==> src/hw/rtl/orlc_pkg.sv <==
// Shared constants, types and helper functions for the color reply classifier.
`default_nettype none
package orlc_pkg;

	localparam int MAX_HEX_DIGITS_DEF = 4;
	localparam int QUEUE_DEPTH_DEF    = 4;

	localparam int COUNT_W_MAX = 3;
	localparam int ACC_W_MAX   = 16;
	localparam int SCALE_K_W   = 29;
	localparam int SCALE_P_W   = ACC_W_MAX + SCALE_K_W;
	localparam int LUMA_W      = 22;

	localparam logic [1:0] OUTCOME_NONE  = 2'd0;
	localparam logic [1:0] OUTCOME_DARK  = 2'd1;
	localparam logic [1:0] OUTCOME_LIGHT = 2'd2;

	localparam logic [7:0] CH_R     = 8'h72;
	localparam logic [7:0] CH_SLASH = 8'h2F;
	localparam logic [7:0] PREFIX_TEXT [4] = '{8'h72, 8'h67, 8'h62, 8'h3A};

	localparam logic [LUMA_W-1:0] LUMA_WEIGHT [3] = '{22'd2126, 22'd7152, 22'd722};
	localparam logic [LUMA_W-1:0] DARK_LIMIT = 22'd1280000;

	typedef struct packed {
		logic       valid;
		logic [3:0] value;
	} hex_t;

	function automatic hex_t hex_digit(input logic [7:0] ch);
		hex_t h;
		h.valid = 1'b1;
		h.value = 4'd0;
		if (ch >= 8'h30 && ch <= 8'h39) begin
			h.value = 4'(ch - 8'h30);
		end else if (ch >= 8'h61 && ch <= 8'h66) begin
			h.value = 4'(ch - 8'h57);
		end else if (ch >= 8'h41 && ch <= 8'h46) begin
			h.value = 4'(ch - 8'h37);
		end else begin
			h.valid = 1'b0;
		end
		return h;
	endfunction

	// Reciprocal multipliers for v*255/(16^n-1); exact over the full digit range.
	function automatic logic [SCALE_K_W-1:0] scale_mult(input logic [COUNT_W_MAX-1:0] count);
		logic [SCALE_K_W-1:0] k;
		case (count)
			3'd1:    k = 29'd17;
			3'd2:    k = 29'd1;
			3'd3:    k = 29'd267452177;
			3'd4:    k = 29'd65281;
			default: k = 29'd0;
		endcase
		return k;
	endfunction

	function automatic logic [7:0] scale_pick(input logic [SCALE_P_W-1:0] prod,
			input logic [COUNT_W_MAX-1:0] count);
		logic [7:0] level;
		case (count)
			3'd1, 3'd2: level = prod[7:0];
			3'd3:       level = prod[39:32];
			3'd4:       level = prod[31:24];
			default:    level = 8'd0;
		endcase
		return level;
	endfunction

endpackage
`default_nettype wire

==> src/hw/rtl/orlc_parser.sv <==
// Front end: byte parser that finds "rgb:" and collects the three hex channels.
`default_nettype none
module orlc_parser
	import orlc_pkg::*;
#(
	parameter int MAX_HEX_DIGITS = MAX_HEX_DIGITS_DEF,
	parameter int ENTRY_W = 3 * ($clog2(MAX_HEX_DIGITS + 1) + 4 * MAX_HEX_DIGITS) + 1
) (
	input  wire logic               clk,
	input  wire logic               arst_n,
	input  wire logic               in_valid,
	output logic                    in_ready,
	input  wire logic [7:0]         reply_byte,
	input  wire logic               end_of_reply,
	input  wire logic               queue_full,
	output logic                    push,
	output logic [ENTRY_W-1:0]      push_entry
);

	localparam int CNT_W = $clog2(MAX_HEX_DIGITS + 1);
	localparam int ACC_W = 4 * MAX_HEX_DIGITS;

	typedef enum logic [5:0] {
		PH_SEARCH = 6'b000001,
		PH_RED    = 6'b000010,
		PH_GREEN  = 6'b000100,
		PH_BLUE   = 6'b001000,
		PH_DONE   = 6'b010000,
		PH_FAIL   = 6'b100000
	} phase_t;

	phase_t             phase_q, phase_n, fin_phase;
	logic [1:0]         prefix_q, prefix_n;
	logic [CNT_W-1:0]   cnt_q, cnt_n;
	logic [ACC_W-1:0]   acc_q, acc_n;
	logic [ACC_W-1:0]   red_acc_q, red_acc_n, green_acc_q, green_acc_n;
	logic [ACC_W-1:0]   blue_acc_q, blue_acc_n, fin_blue_acc;
	logic [CNT_W-1:0]   red_cnt_q, red_cnt_n, green_cnt_q, green_cnt_n;
	logic [CNT_W-1:0]   blue_cnt_q, blue_cnt_n, fin_blue_cnt;
	hex_t               hx;
	logic               accept;

	assign in_ready = !queue_full;
	assign accept   = in_valid && in_ready;
	assign push     = accept && end_of_reply;

	always_comb begin
		phase_n     = phase_q;
		prefix_n    = prefix_q;
		cnt_n       = cnt_q;
		acc_n       = acc_q;
		red_acc_n   = red_acc_q;
		red_cnt_n   = red_cnt_q;
		green_acc_n = green_acc_q;
		green_cnt_n = green_cnt_q;
		blue_acc_n  = blue_acc_q;
		blue_cnt_n  = blue_cnt_q;
		hx          = hex_digit(reply_byte);
		case (phase_q)
			PH_SEARCH: begin
				if (reply_byte == PREFIX_TEXT[prefix_q]) begin
					if (prefix_q == 2'd3) begin
						phase_n  = PH_RED;
						prefix_n = 2'd0;
						cnt_n    = '0;
						acc_n    = '0;
					end else begin
						prefix_n = prefix_q + 2'd1;
					end
				end else begin
					// restart the match, a stray 'r' counts as its first character
					prefix_n = (reply_byte == CH_R) ? 2'd1 : 2'd0;
				end
			end
			PH_RED, PH_GREEN, PH_BLUE: begin
				if (hx.valid && cnt_q < CNT_W'(MAX_HEX_DIGITS)) begin
					acc_n = ACC_W'({acc_q, hx.value});
					cnt_n = cnt_q + CNT_W'(1);
				end else if (cnt_q == '0) begin
					phase_n = PH_FAIL;
				end else begin
					acc_n = '0;
					cnt_n = '0;
					case (phase_q)
						PH_RED: begin
							red_acc_n = acc_q;
							red_cnt_n = cnt_q;
							phase_n   = (reply_byte == CH_SLASH) ? PH_GREEN : PH_FAIL;
						end
						PH_GREEN: begin
							green_acc_n = acc_q;
							green_cnt_n = cnt_q;
							phase_n     = (reply_byte == CH_SLASH) ? PH_BLUE : PH_FAIL;
						end
						default: begin
							blue_acc_n = acc_q;
							blue_cnt_n = cnt_q;
							phase_n    = PH_DONE;
						end
					endcase
				end
			end
			default: ;
		endcase
	end

	// A reply that ends inside blue with digits in hand still completes blue.
	always_comb begin
		fin_phase    = phase_n;
		fin_blue_acc = blue_acc_n;
		fin_blue_cnt = blue_cnt_n;
		if (phase_n == PH_BLUE && cnt_n != '0) begin
			fin_phase    = PH_DONE;
			fin_blue_acc = acc_n;
			fin_blue_cnt = cnt_n;
		end
	end

	assign push_entry = {fin_phase == PH_DONE,
		fin_blue_cnt, fin_blue_acc,
		green_cnt_n, green_acc_n,
		red_cnt_n, red_acc_n};

	always_ff @(posedge clk or negedge arst_n) begin
		if (!arst_n) begin
			phase_q  <= PH_SEARCH;
			prefix_q <= 2'd0;
			cnt_q    <= '0;
			acc_q    <= '0;
		end else if (accept) begin
			if (end_of_reply) begin
				phase_q  <= PH_SEARCH;
				prefix_q <= 2'd0;
				cnt_q    <= '0;
				acc_q    <= '0;
			end else begin
				phase_q  <= phase_n;
				prefix_q <= prefix_n;
				cnt_q    <= cnt_n;
				acc_q    <= acc_n;
			end
		end
	end

	always_ff @(posedge clk) begin
		if (accept) begin
			red_acc_q   <= red_acc_n;
			red_cnt_q   <= red_cnt_n;
			green_acc_q <= green_acc_n;
			green_cnt_q <= green_cnt_n;
			blue_acc_q  <= blue_acc_n;
			blue_cnt_q  <= blue_cnt_n;
		end
	end

endmodule
`default_nettype wire

==> src/hw/rtl/orlc_queue.sv <==
// Short register queue between the parser and the rescale pipeline.
`default_nettype none
module orlc_queue
	import orlc_pkg::*;
#(
	parameter int WIDTH = 1,
	parameter int DEPTH = QUEUE_DEPTH_DEF
) (
	input  wire logic             clk,
	input  wire logic             arst_n,
	input  wire logic             push,
	input  wire logic [WIDTH-1:0] push_data,
	output logic                  full,
	input  wire logic             pop,
	output logic [WIDTH-1:0]      pop_data,
	output logic                  empty
);

	localparam int PTR_W = $clog2(DEPTH);
	localparam int CNT_W = $clog2(DEPTH + 1);

	logic [WIDTH-1:0] slot_q [DEPTH];
	logic [PTR_W-1:0] wr_ptr_q, rd_ptr_q;
	logic [CNT_W-1:0] count_q;

	assign full     = count_q == CNT_W'(DEPTH);
	assign empty    = count_q == '0;
	assign pop_data = slot_q[rd_ptr_q];

	always_ff @(posedge clk) begin
		if (push) begin
			slot_q[wr_ptr_q] <= push_data;
		end
	end

	always_ff @(posedge clk or negedge arst_n) begin
		if (!arst_n) begin
			wr_ptr_q <= '0;
			rd_ptr_q <= '0;
			count_q  <= '0;
		end else begin
			if (push) begin
				wr_ptr_q <= (wr_ptr_q == PTR_W'(DEPTH - 1)) ? '0 : wr_ptr_q + PTR_W'(1);
			end
			if (pop) begin
				rd_ptr_q <= (rd_ptr_q == PTR_W'(DEPTH - 1)) ? '0 : rd_ptr_q + PTR_W'(1);
			end
			count_q <= count_q + CNT_W'(push) - CNT_W'(pop);
		end
	end

	a_no_overflow: assert property (@(posedge clk) disable iff (!arst_n)
		!(push && full))
		else $error("queue written while full");

	a_no_underflow: assert property (@(posedge clk) disable iff (!arst_n)
		!(pop && empty))
		else $error("queue read while empty");

	a_count_track: assert property (@(posedge clk) disable iff (!arst_n)
		1'b1 |=> count_q == $past(count_q) + CNT_W'($past(push)) - CNT_W'($past(pop)))
		else $error("queue fill count out of step with transfers");

endmodule
`default_nettype wire

==> src/hw/rtl/orlc_scaler.sv <==
// Back end: channel rescale, luma weighting, the dark/light compare and the output register.
`default_nettype none
module orlc_scaler
	import orlc_pkg::*;
#(
	parameter int MAX_HEX_DIGITS = MAX_HEX_DIGITS_DEF,
	parameter int ENTRY_W = 3 * ($clog2(MAX_HEX_DIGITS + 1) + 4 * MAX_HEX_DIGITS) + 1
) (
	input  wire logic               clk,
	input  wire logic               arst_n,
	input  wire logic               q_empty,
	input  wire logic [ENTRY_W-1:0] q_data,
	output logic                    q_pop,
	output logic                    out_valid,
	input  wire logic               out_ready,
	output logic [1:0]              outcome,
	output logic [7:0]              red_level,
	output logic [7:0]              green_level,
	output logic [7:0]              blue_level
);

	localparam int CNT_W  = $clog2(MAX_HEX_DIGITS + 1);
	localparam int ACC_W  = 4 * MAX_HEX_DIGITS;
	localparam int LANE_W = CNT_W + ACC_W;

	logic                   advance;
	logic                   v_s1, v_s2, v_s3;
	logic                   ok_s1, ok_s2, ok_s3;
	logic [SCALE_P_W-1:0]   prod_s1 [3];
	logic [COUNT_W_MAX-1:0] cnt_s1 [3];
	logic [7:0]             level_s2 [3];
	logic [7:0]             level_s3 [3];
	logic [LUMA_W-1:0]      wt_s3 [3];
	logic [LUMA_W-1:0]      luma;
	logic                   out_valid_q;
	logic [1:0]             outcome_q;
	logic [7:0]             red_q, green_q, blue_q;

	// Whole pipeline holds while a result waits at the output.
	assign advance = !out_valid_q || out_ready;
	assign q_pop   = advance && !q_empty;
	assign luma    = wt_s3[0] + wt_s3[1] + wt_s3[2];

	always_ff @(posedge clk or negedge arst_n) begin
		if (!arst_n) begin
			v_s1        <= 1'b0;
			v_s2        <= 1'b0;
			v_s3        <= 1'b0;
			out_valid_q <= 1'b0;
		end else if (advance) begin
			v_s1        <= !q_empty;
			v_s2        <= v_s1;
			v_s3        <= v_s2;
			out_valid_q <= v_s3;
		end
	end

	always_ff @(posedge clk) begin
		if (advance) begin
			ok_s1 <= q_data[3*LANE_W];
			ok_s2 <= ok_s1;
			ok_s3 <= ok_s2;
			for (int c = 0; c < 3; c++) begin
				cnt_s1[c]   <= COUNT_W_MAX'(q_data[c*LANE_W+ACC_W +: CNT_W]);
				prod_s1[c]  <= SCALE_P_W'(q_data[c*LANE_W +: ACC_W])
					* SCALE_P_W'(scale_mult(COUNT_W_MAX'(q_data[c*LANE_W+ACC_W +: CNT_W])));
				level_s2[c] <= ok_s1 ? scale_pick(prod_s1[c], cnt_s1[c]) : 8'd0;
				level_s3[c] <= level_s2[c];
				wt_s3[c]    <= LUMA_W'(level_s2[c]) * LUMA_WEIGHT[c];
			end
			if (!ok_s3) begin
				outcome_q <= OUTCOME_NONE;
			end else if (luma < DARK_LIMIT) begin
				outcome_q <= OUTCOME_DARK;
			end else begin
				outcome_q <= OUTCOME_LIGHT;
			end
			red_q   <= level_s3[0];
			green_q <= level_s3[1];
			blue_q  <= level_s3[2];
		end
	end

	assign out_valid   = out_valid_q;
	assign outcome     = outcome_q;
	assign red_level   = red_q;
	assign green_level = green_q;
	assign blue_level  = blue_q;

	a_none_is_zero: assert property (@(posedge clk) disable iff (!arst_n)
		out_valid_q && outcome_q == OUTCOME_NONE |->
			red_q == 8'd0 && green_q == 8'd0 && blue_q == 8'd0)
		else $error("malformed reply carries nonzero levels");

	a_outcome_code: assert property (@(posedge clk) disable iff (!arst_n)
		out_valid_q |->
			outcome_q == OUTCOME_NONE || outcome_q == OUTCOME_DARK
			|| outcome_q == OUTCOME_LIGHT)
		else $error("undefined outcome code");

	a_ok_has_digits: assert property (@(posedge clk) disable iff (!arst_n)
		v_s1 && ok_s1 |->
			cnt_s1[0] != '0 && cnt_s1[1] != '0 && cnt_s1[2] != '0)
		else $error("complete reply with an empty channel");

	a_hold_stage: assert property (@(posedge clk) disable iff (!arst_n)
		v_s3 && !advance |=> v_s3)
		else $error("stalled stage dropped an item");

endmodule
`default_nettype wire

==> src/hw/rtl/osc_rgb_reply_luma_classifier.sv <==
// Top level: parses "rgb:" color replies and classifies the background luma.
// An input byte transfers every cycle while the queue has room.
// The result of a reply passes through the queue and the rescale pipeline stages
// (product, select, weighting, sum and compare) before out_valid rises.
// One byte and one result per cycle when not stalled; the queue absorbs output stalls.
// Reset (arst_n low) returns the parser to prefix search and empties queue and pipeline.
`default_nettype none
module osc_rgb_reply_luma_classifier
	import orlc_pkg::*;
#(
	parameter int MAX_HEX_DIGITS = MAX_HEX_DIGITS_DEF,
	parameter int QUEUE_DEPTH    = QUEUE_DEPTH_DEF
) (
	input  wire logic       clk,
	input  wire logic       arst_n,
	input  wire logic       in_valid,
	output logic            in_ready,
	input  wire logic [7:0] reply_byte,
	input  wire logic       end_of_reply,
	output logic            out_valid,
	input  wire logic       out_ready,
	output logic [1:0]      outcome,
	output logic [7:0]      red_level,
	output logic [7:0]      green_level,
	output logic [7:0]      blue_level
);

	localparam int ENTRY_W = 3 * ($clog2(MAX_HEX_DIGITS + 1) + 4 * MAX_HEX_DIGITS) + 1;

	logic               push, pop, full, empty;
	logic [ENTRY_W-1:0] push_entry, pop_entry;

	orlc_parser #(
		.MAX_HEX_DIGITS(MAX_HEX_DIGITS),
		.ENTRY_W       (ENTRY_W)
	) u_parser (
		.clk         (clk),
		.arst_n      (arst_n),
		.in_valid    (in_valid),
		.in_ready    (in_ready),
		.reply_byte  (reply_byte),
		.end_of_reply(end_of_reply),
		.queue_full  (full),
		.push        (push),
		.push_entry  (push_entry)
	);

	orlc_queue #(
		.WIDTH(ENTRY_W),
		.DEPTH(QUEUE_DEPTH)
	) u_queue (
		.clk      (clk),
		.arst_n   (arst_n),
		.push     (push),
		.push_data(push_entry),
		.full     (full),
		.pop      (pop),
		.pop_data (pop_entry),
		.empty    (empty)
	);

	orlc_scaler #(
		.MAX_HEX_DIGITS(MAX_HEX_DIGITS),
		.ENTRY_W       (ENTRY_W)
	) u_scaler (
		.clk        (clk),
		.arst_n     (arst_n),
		.q_empty    (empty),
		.q_data     (pop_entry),
		.q_pop      (pop),
		.out_valid  (out_valid),
		.out_ready  (out_ready),
		.outcome    (outcome),
		.red_level  (red_level),
		.green_level(green_level),
		.blue_level (blue_level)
	);

endmodule
`default_nettype wire
==> config.mk <==
export PLATFORM = sky130hd
export DESIGN_NAME = osc_rgb_reply_luma_classifier
export DESIGN_NICKNAME = d
export VERILOG_FILES = /design/src/hw/rtl/orlc_pkg.sv /design/src/hw/rtl/orlc_parser.sv /design/src/hw/rtl/orlc_queue.sv /design/src/hw/rtl/orlc_scaler.sv /design/src/hw/rtl/osc_rgb_reply_luma_classifier.sv
export SDC_FILE = /design/constraint.sdc
export NUM_CORES = 2
export LEC_CHECK = 0
export BUFFER_PORTS_ARGS = -buffer_cell sky130_fd_sc_hd__buf_4
export CAP_MARGIN = 0
export CORE_ASPECT_RATIO = 0.8
export CORE_MARGIN = 4
export CORE_UTILIZATION = 50
export DETAILED_ROUTE_END_ITERATION = 16
export GPL_ROUTABILITY_DRIVEN = 0
export PLACE_DENSITY = 0.68
export SKIP_CTS_REPAIR_TIMING = 1
export SYNTH_ARGS = -nofsm -noshare
export SYNTH_HDL_FRONTEND = slang
export SYNTH_HIERARCHICAL = 1
export SYNTH_SLANG_ARGS = --single-unit
==> constraint.sdc <==
create_clock -name clk -period 7.55 [get_ports clk]
set_input_delay 0.755 -clock clk [delete_from_list [all_inputs] [get_ports clk]]
set_output_delay 0.755 -clock clk [all_outputs]
set_load 0.05 [all_outputs]
==> impl_metrics.json <==
{
  "rsz0062_at_grt": "yes",
  "clockBufferDepth": 3,
  "cp_max_fo": 6,
  "start_util": 0.5057,
  "die_area_um2": 97540,
  "finalHoldViolations": 0,
  "drt_pre_antenna_iters": 5,
  "grt_pass1_vias": 28849,
  "antenna_found_initial": 2,
  "ios": 41,
  "grt-ovfl-total": 0,
  "core-area_um2": 91540,
  "cts_max_level": 2,
  "max_freq_mhz": 133.7,
  "min_period_ns": 7.481,
  "cp.depth": 27,
  "vias": 28026,
  "synth_top_cells_by_count": "inv_1, ha_1, edfxtp_1",
  "crit_path_end_kind": "register",
  "start_kind": "register",
  "synth.top_cells.by_area": "edfxtp_1, fa_1, ha_1",
  "status": "complete, no violations",
  "grt_pass1_wl_um": 158700,
  "root_buffer": "clkbuf_16",
  "chipWidth_um": 348.2,
  "syn_area_um2": 46290,
  "nets": 5112,
  "slew_headroom": 0.1998,
  "ys_seq_area_frac": 0.3417,
  "slowest_delay_ns": 0.58,
  "grt_max_degree": 148,
  "io_buffers": 40,
  "chipHeight_um": 280.2,
  "crit_start": "u_queue/rd_ptr_q[0]",
  "ys_ff_latch": 533,
  "synth_cell_types": 94,
  "critical-path-slowest-cell": "fa_2",
  "crit_type": "reg2reg",
  "min_path_type": "in2async",
  "synth_nets": 4934,
  "synth-async-reset-ratio": 0.07129,
  "ys.flop_type": "edfxtp_1",
  "hold-worst-slack_ns": 0.1092,
  "drt_iter0_drc": 1932,
  "path_buf_inv": 6,
  "r2r_start": "u_queue/rd_ptr_q[0]",
  "clock_sinks": 533,
  "clkTransAtPathRegs_ns": 0.07,
  "yosys_warnings": 6,
  "r2r_slack_ns": 0.07,
  "crit_arrival_ns": 7.97,
  "drive_above_1_share": 0.1396,
  "yosysMostFrequentCell": "inv_1",
  "synth_top_area_frac": 0.3211,
  "reg2reg_depth": 27,
  "drv_slew": 0,
  "viasPerCell": 5.328,
  "finalCritPeriodShare": 0.9909,
  "syn_to_final_growth_pct": 10.66,
  "clkLatencyLatePin_ns": 0.62,
  "routedWlPerCell_um": 18.82,
  "synth-edff-count": 495,
  "worstMarginPinSlew_ns": 1.200,
  "wirelength_um": 99000,
  "antenna_left": 0,
  "rows": 99,
  "drc": 0,
  "postSynthAreaPerCell_um2": 12.10,
  "cts_inserted_buffers": 52,
  "cts_tree": "done",
  "worstReg2RegEnd": "u_scaler/prod_s1[0][84]",
  "synth_cells": 3827,
  "critPathTopFamily": "adder cells",
  "max_cap_viol_count": 0,
  "required_ns": 8.04,
  "crit_end": "u_scaler/prod_s1[0][84]",
  "hpwl_um": 77460,
  "cp_common_cell": "fa_1",
  "nFillCells": 7505,
  "track_usage": 0.2055,
  "fin_skew_ns": 0.01590,
  "yosys.area.top_type": "edfxtp_1",
  "setup_viol": 0
}
==> area by class of cell <==
class,count,area [µm²],area share
diodes,1,2.502,0.00004885
flip-flops and latches,533,15820,0.3089
repair buffers,208,1633,0.03188
clock inverters,32,377.9,0.007377
inverters,776,2920,0.05701
well taps,1212,1516,0.02960
clock buffers,64,1346,0.02628
multi-input cells,2434,27610,0.5389
==> sequential cells by signal (all words and copies together) (netlist names), 9 cells and up <==
| signal | cells |
|---|---|
| u_scaler/wt_s3 | 53 |
| u_parser/red_acc_q | 16 |
| u_parser/acc_q | 16 |
| u_parser/green_acc_q | 16 |
| u_scaler/level_s3 | 19 |
| u_scaler/level_s2 | 24 |
| u_queue/slot_q | 232 |
| u_scaler/cnt_s1 | 9 |
| u_scaler/prod_s1 | 72 |
| u_parser/blue_acc_q | 16 |
==> stage by stage <==
stage	TNS, ns	instance area, µm²	util	worst slack [ns]	cells
3_5_place_dp	-1.035	48740	0.5324	-0.1421	5132
6_report	0	51220	0.5596	0.06878	5260
2_1_floorplan	-0.02103	46330	-	-0.02103	3827
4_1_cts	-1.611	50460	0.5512	-0.1702	5228
5_1_grt	-0.6473	51220	0.5596	-0.1796	5259
3_3_place_gp	0	48740	0.5324	0.02129	5132
==> how the worst min path moves through the flow <==
stage | start | endpoint | slack, ns
after global placement | u_scaler/level_s3[0][7] | u_scaler/red_level[7] | 0.40
after detailed placement | u_scaler/level_s3[0][9] | u_scaler/green_level[1] | 0.40
after global routing | arst_n | u_scaler/v_s1 | 0.13
after floorplan | u_scaler/level_s3[0][19] | u_scaler/blue_level[3] | 0.40
final | arst_n | u_scaler/v_s1 | 0.11
after CTS | arst_n | u_queue/rd_ptr_q[0] | 0.11
==> routing by layer <==
layer | global-route usage | wire [µm] | up-vias
li1 | - | - | 13359
met1 | 0.3186 | 48850 | 13894
met2 | 0.3047 | 42190 | 661
met3 | 0.03908 | 6143 | 112
met4 | 0.03726 | 1814 | 0
met5 | 0 | 0 | -
==> worst reg2reg max path: cells and delay by family (launching register included) <==
kind                       cells  cell delay (ns)
adders and majority gates      7             3.10
AOI/OAI and AO/OA              7             1.42
and+or+nand+nor                6             1.18
buffers and inverters          6             0.68
DFF                            1             0.50
muxes                          1             0.45
==> cells by family after synthesis <==
family / Yosys count / synth area share
flops: 533 / 0.3417
xor+xnor: 112 / 0.02119
compound gates: 473 / 0.07019
simple gates: 609 / 0.06903
buf+inv: 862 / 0.07317
mux: 144 / 0.04909
fa+ha+maj: 1094 / 0.3757
==> layout by cell type, fill, tap and decap left out, types with 34 or more instances in the layout <==
cell type	instances
a21o_1	51
a21oi_1	103
a22oi_1	39
and2_1	124
and3_1	46
buf_4	196
clkbuf_16	52
dfrtp_1	35
edfxtp_1	495
fa_1	472
ha_1	588
inv_1	755
mux2_2	75
mux4_2	58
nand2_1	110
nor2_1	137
nor3_1	34
o21ai_0	64
xnor2_1	75
xor2_1	37
Power is left out: the tool's default activity adds up to more than one toggle a clock period on the data nets, which glitch-free logic cannot reach.
